[src/rtl/core/crng_pkg.sv]
// Shared types, constants and the modular fold used by the combined
// congruential generator with shuffle table. No dependencies.
package crng_pkg;

    localparam int GEN_W  = 31;
    localparam int MULT_W = 16;
    localparam int FOLD_W = 8;
    localparam int PROD_W = GEN_W + MULT_W;

    localparam logic [GEN_W-1:0]  MOD1       = 31'd2147483563;
    localparam logic [GEN_W-1:0]  MOD2       = 31'd2147483399;
    localparam logic [MULT_W-1:0] MULT1      = 16'd40014;
    localparam logic [MULT_W-1:0] MULT2      = 16'd40692;
    // 2^31 is congruent to these values modulo MOD1 and MOD2.
    localparam logic [FOLD_W-1:0] FOLD1      = 8'd85;
    localparam logic [FOLD_W-1:0] FOLD2      = 8'd249;
    localparam logic [GEN_W-1:0]  SAMPLE_MAX = 31'd2147483562;
    localparam logic [GEN_W-1:0]  GEN1_RESET = 31'd1;
    localparam logic [GEN_W-1:0]  GEN2_RESET = 31'd123456789;

    typedef struct packed {
        logic load_seed;  // both generators take the seed
        logic step_mul;   // register both raw products
        logic gen1_upd;   // first generator takes its reduced product
        logic gen2_upd;   // second generator takes its reduced product
        logic tbl_rd;     // read the table at the slot of the last output
        logic fill_wr;    // write the reduced first product at the fill address
        logic fill_last;  // the last output takes the reduced first product
        logic finish;     // write back the slot, update last output, present the beat
    } crng_cmd_t;

    typedef struct packed {
        logic out_blocked;  // a result beat is still waiting for the receiver
    } crng_status_t;

    // Reduce a product of a 31-bit value and a 16-bit multiplier modulo a
    // modulus of the form 2^31 - fold. One fold leaves a value below twice
    // the modulus, so one conditional subtract finishes the job.
    function automatic logic [GEN_W-1:0] mod_reduce(
        input logic [PROD_W-1:0] p,
        input logic [FOLD_W-1:0] fold,
        input logic [GEN_W-1:0]  m
    );
        logic [MULT_W+FOLD_W-1:0] hi_fold;
        logic [GEN_W:0]           t;
        hi_fold = p[PROD_W-1:GEN_W] * fold;
        t = {{(GEN_W+1-MULT_W-FOLD_W){1'b0}}, hi_fold} + {1'b0, p[GEN_W-1:0]};
        if (t >= {1'b0, m}) begin
            t = t - {1'b0, m};
        end
        return t[GEN_W-1:0];
    endfunction

endpackage

[src/rtl/core/crng_ram.sv]
// Generic single-write, single-read RAM with a registered read port.
// No dependencies.
module crng_ram #(
    parameter int WIDTH = 31,
    parameter int DEPTH = 32
) (
    input  logic                     aclk,
    input  logic                     we,
    input  logic [$clog2(DEPTH)-1:0] waddr,
    input  logic [WIDTH-1:0]         wdata,
    input  logic                     re,
    input  logic [$clog2(DEPTH)-1:0] raddr,
    output logic [WIDTH-1:0]         rdata
);

    logic [WIDTH-1:0] mem_reg [DEPTH];
    logic [WIDTH-1:0] rdata_reg;

    always_ff @(posedge aclk) begin
        if (we) begin
            mem_reg[waddr] <= wdata;
        end
        if (re) begin
            rdata_reg <= mem_reg[raddr];
        end
    end

    assign rdata = rdata_reg;

endmodule

[src/rtl/core/crng_ctrl.sv]
// Sequencer for the generator: draw steps, reseed warm-up and table fill.
// Depends on crng_pkg.
module crng_ctrl
    import crng_pkg::*;
#(
    parameter int TABLE_DEPTH  = 32,
    parameter int WARMUP_STEPS = 8
) (
    input  logic                           aclk,
    input  logic                           aresetn,
    input  logic                           s_valid,
    output logic                           s_ready,
    input  logic                           s_func,
    input  crng_status_t                   status,
    output crng_cmd_t                      cmd,
    output logic [$clog2(TABLE_DEPTH)-1:0] fill_addr
);

    localparam int ADDR_W = $clog2(TABLE_DEPTH);
    localparam int CNT_W  = $clog2(TABLE_DEPTH + WARMUP_STEPS + 1);
    localparam logic [CNT_W-1:0] CNT_START = CNT_W'(TABLE_DEPTH + WARMUP_STEPS - 1);
    localparam logic [CNT_W-1:0] CNT_DEPTH = CNT_W'(TABLE_DEPTH);

    typedef enum logic [5:0] {
        ST_IDLE     = 6'b000001,
        ST_SEED_MUL = 6'b000010,
        ST_SEED_RED = 6'b000100,
        ST_DRAW_MUL = 6'b001000,
        ST_DRAW_RED = 6'b010000,
        ST_DRAW_OUT = 6'b100000
    } crng_state_t;

    crng_state_t      state_reg, state_next;
    logic [CNT_W-1:0] cnt_reg, cnt_next;

    always_ff @(posedge aclk) begin
        if (!aresetn) begin
            state_reg <= ST_IDLE;
            cnt_reg   <= '0;
        end else begin
            state_reg <= state_next;
            cnt_reg   <= cnt_next;
        end
    end

    assign s_ready   = (state_reg == ST_IDLE);
    assign fill_addr = cnt_reg[ADDR_W-1:0];

    always_comb begin
        state_next = state_reg;
        cnt_next   = cnt_reg;
        cmd        = '0;
        case (state_reg)
            ST_IDLE: begin
                if (s_valid) begin
                    if (s_func) begin
                        cmd.load_seed = 1'b1;
                        cnt_next      = CNT_START;
                        state_next    = ST_SEED_MUL;
                    end else begin
                        cmd.step_mul = 1'b1;
                        cmd.tbl_rd   = 1'b1;
                        state_next   = ST_DRAW_RED;
                    end
                end
            end
            ST_SEED_MUL: begin
                cmd.step_mul = 1'b1;
                state_next   = ST_SEED_RED;
            end
            ST_SEED_RED: begin
                cmd.gen1_upd = 1'b1;
                cmd.fill_wr  = (cnt_reg < CNT_DEPTH);
                if (cnt_reg == '0) begin
                    cmd.fill_last = 1'b1;
                    state_next    = ST_DRAW_MUL;
                end else begin
                    cnt_next   = cnt_reg - 1'b1;
                    state_next = ST_SEED_MUL;
                end
            end
            ST_DRAW_MUL: begin
                cmd.step_mul = 1'b1;
                cmd.tbl_rd   = 1'b1;
                state_next   = ST_DRAW_RED;
            end
            ST_DRAW_RED: begin
                cmd.gen1_upd = 1'b1;
                cmd.gen2_upd = 1'b1;
                state_next   = ST_DRAW_OUT;
            end
            ST_DRAW_OUT: begin
                if (!status.out_blocked) begin
                    cmd.finish = 1'b1;
                    state_next = ST_IDLE;
                end
            end
            default: begin
                state_next = ST_IDLE;
            end
        endcase
    end

endmodule

[src/rtl/core/crng_dp.sv]
// Datapath: both generators, their modular multipliers, the shuffle table
// with valid bits, the last output and the result register.
// Depends on crng_pkg and crng_ram.
module crng_dp
    import crng_pkg::*;
#(
    parameter int TABLE_DEPTH = 32
) (
    input  logic                           aclk,
    input  logic                           aresetn,
    input  crng_cmd_t                      cmd,
    input  logic [$clog2(TABLE_DEPTH)-1:0] fill_addr,
    output crng_status_t                   status,
    input  logic [GEN_W-1:0]               s_seed_value,
    output logic                           m_valid,
    input  logic                           m_ready,
    output logic [GEN_W-1:0]               m_sample
);

    localparam int ADDR_W = $clog2(TABLE_DEPTH);
    localparam int unsigned SLOT_SPAN = 1 + int'(SAMPLE_MAX) / TABLE_DEPTH;

    logic [GEN_W-1:0]       gen1_reg, gen1_next;
    logic [GEN_W-1:0]       gen2_reg, gen2_next;
    logic [GEN_W-1:0]       last_reg, last_next;
    logic [PROD_W-1:0]      prod1_reg, prod2_reg;
    logic [TABLE_DEPTH-1:0] valid_reg, valid_next;
    logic                   rd_valid_reg;
    logic                   m_valid_reg, m_valid_next;
    logic [GEN_W-1:0]       m_sample_reg;

    logic [GEN_W-1:0]  red1, red2, seed_fixed, tbl_data, ram_rdata, mixed, wdata;
    logic [GEN_W:0]    diff;
    logic [ADDR_W-1:0] slot, waddr;
    logic              we;

    assign red1       = mod_reduce(prod1_reg, FOLD1, MOD1);
    assign red2       = mod_reduce(prod2_reg, FOLD2, MOD2);
    assign seed_fixed = (s_seed_value == '0) ? GEN1_RESET : s_seed_value;

    // Slot of the last output: the count of span boundaries at or below it.
    always_comb begin
        slot = '0;
        for (int k = 1; k < TABLE_DEPTH; k++) begin
            if (last_reg >= GEN_W'(k * SLOT_SPAN)) begin
                slot = ADDR_W'(k);
            end
        end
    end

    assign we    = cmd.fill_wr | cmd.finish;
    assign waddr = cmd.fill_wr ? fill_addr : slot;
    assign wdata = cmd.fill_wr ? red1 : gen1_reg;

    crng_ram #(
        .WIDTH(GEN_W),
        .DEPTH(TABLE_DEPTH)
    ) u_table (
        .aclk (aclk),
        .we   (we),
        .waddr(waddr),
        .wdata(wdata),
        .re   (cmd.tbl_rd),
        .raddr(slot),
        .rdata(ram_rdata)
    );

    // A slot never written since reset reads as zero.
    assign tbl_data = rd_valid_reg ? ram_rdata : '0;
    assign diff     = {1'b0, tbl_data} - {1'b0, gen2_reg};
    always_comb begin
        if (diff[GEN_W] || (diff == '0)) begin
            mixed = GEN_W'(diff + {1'b0, SAMPLE_MAX});
        end else begin
            mixed = diff[GEN_W-1:0];
        end
    end

    always_comb begin
        gen1_next = gen1_reg;
        gen2_next = gen2_reg;
        last_next = last_reg;
        if (cmd.load_seed) begin
            gen1_next = seed_fixed;
            gen2_next = seed_fixed;
        end
        if (cmd.gen1_upd) begin
            gen1_next = red1;
        end
        if (cmd.gen2_upd) begin
            gen2_next = red2;
        end
        if (cmd.fill_last) begin
            last_next = red1;
        end
        if (cmd.finish) begin
            last_next = mixed;
        end
    end

    always_comb begin
        valid_next = valid_reg;
        if (we) begin
            valid_next[waddr] = 1'b1;
        end
    end

    assign status.out_blocked = m_valid_reg & ~m_ready;
    assign m_valid_next       = cmd.finish | (m_valid_reg & ~m_ready);

    always_ff @(posedge aclk) begin
        if (!aresetn) begin
            gen1_reg    <= GEN1_RESET;
            gen2_reg    <= GEN2_RESET;
            last_reg    <= '0;
            valid_reg   <= '0;
            m_valid_reg <= 1'b0;
        end else begin
            gen1_reg    <= gen1_next;
            gen2_reg    <= gen2_next;
            last_reg    <= last_next;
            valid_reg   <= valid_next;
            m_valid_reg <= m_valid_next;
        end
    end

    always_ff @(posedge aclk) begin
        if (cmd.step_mul) begin
            prod1_reg <= PROD_W'(gen1_reg) * PROD_W'(MULT1);
            prod2_reg <= PROD_W'(gen2_reg) * PROD_W'(MULT2);
        end
        if (cmd.tbl_rd) begin
            rd_valid_reg <= valid_reg[slot];
        end
        if (cmd.finish) begin
            m_sample_reg <= mixed;
        end
    end

    assign m_valid  = m_valid_reg;
    assign m_sample = m_sample_reg;

endmodule

[src/rtl/core/combined_lcg_shuffle_rng_top.sv]
// Top level of the combined congruential generator with shuffle table.
// Depends on crng_pkg, crng_ctrl, crng_dp and crng_ram.
//
// Usage: every beat on the s_ channel requests one sample. With s_func low
// the generator draws the next sample; with s_func high it first reseeds
// from s_seed_value (zero is taken as one), runs WARMUP_STEPS warm-up steps
// of the first generator, fills the shuffle table with TABLE_DEPTH more
// steps, and then draws. Each request yields exactly one beat on the m_
// channel carrying m_sample in 1..2147483562; the uniform value is
// m_sample / 2147483563, which the consumer converts and clamps.
// Order of a draw: the accepting edge registers both raw products and the
// table read, the generators then take their folded products, and the
// mixed sample is registered once no earlier beat waits for the receiver.
// A new request is taken once the previous result is registered. A reseed
// runs each step of the first generator through a multiply state and a
// reduce state, and then starts the draw.
// The result register holds a beat while the receiver stalls; the block
// then waits with the next result until that beat is taken.
// Reset (synchronous, active low) restores the generator state: first
// generator one, second generator 123456789, last output zero and an empty
// table, whose slots read as zero until written.
module combined_lcg_shuffle_rng_top
    import crng_pkg::*;
#(
    parameter int TABLE_DEPTH  = 32,
    parameter int WARMUP_STEPS = 8
) (
    input  logic             aclk,
    input  logic             aresetn,
    input  logic             s_valid,
    output logic             s_ready,
    input  logic             s_func,
    input  logic [GEN_W-1:0] s_seed_value,
    output logic             m_valid,
    input  logic             m_ready,
    output logic [GEN_W-1:0] m_sample
);

    crng_cmd_t                      cmd;
    crng_status_t                   status;
    logic [$clog2(TABLE_DEPTH)-1:0] fill_addr;

    // The controller owns the request handshake and sequences the steps.
    crng_ctrl #(
        .TABLE_DEPTH (TABLE_DEPTH),
        .WARMUP_STEPS(WARMUP_STEPS)
    ) u_ctrl (
        .aclk     (aclk),
        .aresetn  (aresetn),
        .s_valid  (s_valid),
        .s_ready  (s_ready),
        .s_func   (s_func),
        .status   (status),
        .cmd      (cmd),
        .fill_addr(fill_addr)
    );

    // The datapath holds all generator state and the result register.
    crng_dp #(
        .TABLE_DEPTH(TABLE_DEPTH)
    ) u_dp (
        .aclk        (aclk),
        .aresetn     (aresetn),
        .cmd         (cmd),
        .fill_addr   (fill_addr),
        .status      (status),
        .s_seed_value(s_seed_value),
        .m_valid     (m_valid),
        .m_ready     (m_ready),
        .m_sample    (m_sample)
    );

endmodule

[config.mk]
export PLATFORM = sky130hd
export DESIGN_NAME = combined_lcg_shuffle_rng_top
export DESIGN_NICKNAME = d
export VERILOG_FILES = /design/src/rtl/core/crng_pkg.sv /design/src/rtl/core/crng_ram.sv /design/src/rtl/core/crng_ctrl.sv /design/src/rtl/core/crng_dp.sv /design/src/rtl/core/combined_lcg_shuffle_rng_top.sv
export SDC_FILE = /design/constraint.sdc
export NUM_CORES = 2
export LEC_CHECK = 0
export BUFFER_PORTS_ARGS = -buffer_cell sky130_fd_sc_hd__buf_2
export CAP_MARGIN = 20
export CORE_UTILIZATION = 43
export DETAILED_ROUTE_END_ITERATION = 6
export GPL_TIMING_DRIVEN = 0
export SLEW_MARGIN = 0
export SYNTH_ARGS = -nofsm -noshare
export SYNTH_HDL_FRONTEND = slang
export SYNTH_SLANG_ARGS = --single-unit
[constraint.sdc]
create_clock -name aclk -period 9.76 [get_ports aclk]
set_clock_uncertainty 0.15 [all_clocks]
set_input_delay 1.464 -clock aclk [delete_from_list [all_inputs] [get_ports aclk]]
set_output_delay 1.464 -clock aclk [all_outputs]
set_load 0.02 [all_outputs]
==> results.sh <==
export IMPL_synth_yosys_seq_area_share_pct=49.4
export IMPL_gr_total_overflow=0
export IMPL_setup_viol=0
export IMPL_crit_end="u_dp.gen2_reg[15]"
export IMPL_start_kind="register"
export IMPL_drive_above_1_share_pct=6.95
export IMPL_cts_buffers=138
export IMPL_fp_dieW_um=420
export IMPL_maxSlewViolCount=0
export IMPL_seq_area_sq_um=37200
export IMPL_synth_edff_count=1146
export IMPL_start_util_pct=43.3
export IMPL_reg2reg_setup_slack_ns=1.41
export IMPL_mostFrequentLayoutCells="1146 x edfxtp_1, 708 x nand2_1, 567 x inv_1"
export IMPL_worstSetupEndpointType="register"
export IMPL_yosys_most_used_dff="edfxtp_1"
export IMPL_finalCriticalPeriod_ns=8.35
export IMPL_nFillCells=15400
export IMPL_netlist_area_sq_um=75200
export IMPL_ys_top_cells_by_area="edfxtp_1 46%, fa_1 12%, ha_1 8.0%"
export IMPL_synth_xor_area_share_pct=2.37
export IMPL_worst_pin_slew_ns=1.29
export IMPL_layout_nets=7559
export IMPL_grt_usage_pct=26.6
export IMPL_worstReg2RegEnd="u_dp.gen2_reg[15]"
export IMPL_firstDrtPassIters=6
export IMPL_antenna_found_initial=8
export IMPL_num_vias=52200
export IMPL_wirelength_um=235000
export IMPL_multi_input_area_sq_um=35500
export IMPL_clockBufferDepth=3
export IMPL_synth_simple_gate_area_share_pct=11.0
export IMPL_relSlewSlack_pct=14.1
export IMPL_grt_pass1_vias=51600
export IMPL_ant_nets=0
export IMPL_gp_congestion=0.961
export IMPL_cp_arrival_ns=8.78
export IMPL_r2r_cells=20
export IMPL_clk_insertion_delay_late_ns=0.80
export IMPL_cts_sinks=1284
export IMPL_synth_cell_types=89
export IMPL_yosysTopAreaCell="edfxtp_1"
export IMPL_syn_to_final_growth_pct=13.4
export IMPL_crit_fanout=10
export IMPL_cp_startpoint="u_dp.prod2_reg[31]"
export IMPL_synth_nets=7270
export IMPL_wl_per_cell_um=26.0
export IMPL_final_util_pct=49.1
export IMPL_ys_ff_latch=1284
export IMPL_criticalPathCategory="reg -> reg"
export IMPL_cts_root_buf="clkbuf_16"
export IMPL_synth_fa_ha_area_share_pct=19.9
export IMPL_final_common_cell="edfxtp_1"
export IMPL_min_delay_start="u_dp.valid_reg[31]"
export IMPL_postCtsSetupBuffers=0
export IMPL_syn_inst=6304
export IMPL_drt_iter0_drc=5351
export IMPL_synth_top_family_by_area="adder cells"
export IMPL_ctsResizeCount=0
export IMPL_r2r_start="u_dp.prod2_reg[31]"
export IMPL_yosysWarnings=0
export IMPL_required_ns=10.19
export IMPL_synth_compound_area_share_pct=9.52
export IMPL_grt_pass1_wl_um=343000
export IMPL_pin_count=69
export IMPL_vias_per_cell=5.78
export IMPL_ys_async_sr_fraction_pct=0
export IMPL_drc_errors=0
export IMPL_finalCritPeriodShare_pct=85.5
export IMPL_synthMuxAreaShare_pct=3.66
export IMPL_largest_register_ff_count=992
export IMPL_die_h_um=420
export IMPL_rsz0062_at_grt="false"
export IMPL_post_dp_hpwl_um=177000
export IMPL_htreeDepth=4
export IMPL_fmax_mhz=120
export IMPL_clk_pin_slew_worst_paths_ns=0.06
export IMPL_core_region_area_sq_um=174000
export IMPL_io_buffers=67
export IMPL_min_path_type="reg -> reg"
export IMPL_status="completed"
export IMPL_rows=153
export IMPL_dieArea_sq_um=177000
export IMPL_drv_cap=0
export IMPL_finalHoldViolations=0
export IMPL_hold_buffers=0
export IMPL_syn_avg_cell_area_sq_um=11.9
export IMPL_synth_top_cell_area_share_pct=45.8
export IMPL_grt_max_degree=33
export IMPL_tritoncts="yes"
## metal layers
layer | vias to the layer above | wire (um) | track usage (%)
li1 | 23400 | - | -
met1 | 26200 | 98200 | 36.1
met2 | 2108 | 107000 | 41.7
met3 | 475 | 17600 | 4.31
met4 | 8 | 12100 | 12.5
met5 | - | 61 | 0
## stage by stage
stage / hold slack, ns / setup TNS (ns) / cell area [sq um] / std cells / setup slack [ns]
floorplan: 0.290 / 0 / 75200 / 6304 / 0.886
global placement: 0.296 / -1357.16 / 78400 / 8696 / -3.86
detailed placement: 0.302 / 0 / 80600 / 8775 / 1.50
CTS: 0.314 / 0 / 85200 / 9028 / 1.38
global route: 0.335 / 0 / 85300 / 9031 / 1.01
finish: 0.317 / 0 / 85300 / 9034 / 1.41
## worst min-delay path by stage
stage | end | cells past startpoint
6_report | u_dp.valid_reg[31] | 1
5_1_grt | u_dp.valid_reg[12] | 1
4_1_cts | u_dp.valid_reg[13] | 1
3_5_place_dp | u_dp.valid_reg[13] | 1
3_3_place_gp | u_dp.valid_reg[5] | 1
2_1_floorplan | u_dp.valid_reg[24] | 2
## final cells by class
type	count	area share, %
clock buffer	177	4.39
sequential	1284	43.6
multi-input combinational	4205	41.6
buffer	248	1.13
tap	2325	3.41
inverter	567	2.50
timing repair buffer	149	2.37
antenna	3	0.00880
clock inverter	76	1.03
## logic make-up (layout without fill, tap and decap cells)
| family | after synthesis | after routing |
|---|---|---|
| AO/OA/AOI/OAI | 1068 | 1068 |
| XOR/XNOR | 203 | 203 |
| adder cells (fa/ha/maj) | 930 | 930 |
| buffers and inverters | 815 | 1217 |
| flip-flops | 1284 | 1284 |
| multiplexers | 274 | 274 |
| other | 0 | 3 |
| AND/OR/NAND/NOR | 1730 | 1730 |
## critical path: stages (launching register included)
cell and delay, ns:
edfxtp_1 0.60, fa_1 0.67, inv_1 0.07, fa_1 0.48
fa_1 0.55, inv_1 0.06, fa_1 0.48, ha_1 0.40
o21a_1 0.25, a21boi_0 0.13, o31ai_1 0.56, o21ai_0 0.23
xnor2_1 0.42, nand4_1 0.28, or4b_1 0.64, nor4_1 0.85
or2_2 0.28, buf_2 0.22, nand4_1 0.13, xnor2_1 0.51
o2111ai_1 0.16
## Yosys cell counts, types with 16 or more instances
| cell | n |
|---|---|
| a211oi_1 | 37 |
| a21oi_1 | 204 |
| xor2_1 | 72 |
| a21o_1 | 62 |
| ha_1 | 482 |
| o221ai_1 | 51 |
| nor3_1 | 50 |
| and4b_1 | 36 |
| a31oi_1 | 29 |
| nand2_1 | 710 |
| nor2_1 | 265 |
| o21bai_1 | 23 |
| and3_1 | 27 |
| mux2i_1 | 268 |
| o22ai_1 | 46 |
| nand4_1 | 98 |
| dfxtp_1 | 138 |
| o31ai_1 | 17 |
| nor2b_1 | 25 |
| edfxtp_1 | 1146 |
| a22oi_1 | 110 |
| o21a_1 | 63 |
| nand2b_1 | 40 |
| nor4_1 | 29 |
| inv_1 | 567 |
| xnor2_1 | 130 |
| clkbuf_1 | 206 |
| nand3_1 | 286 |
| and2_1 | 66 |
| o211ai_1 | 26 |
| nand3b_1 | 16 |
| o21ai_0 | 226 |
| buf_1 | 26 |
| a221oi_1 | 17 |
| or3_1 | 22 |
| fa_1 | 448 |
Power is not shown: default switching activity piles up to over one toggle a cycle in this logic, so the estimate is an artifact.
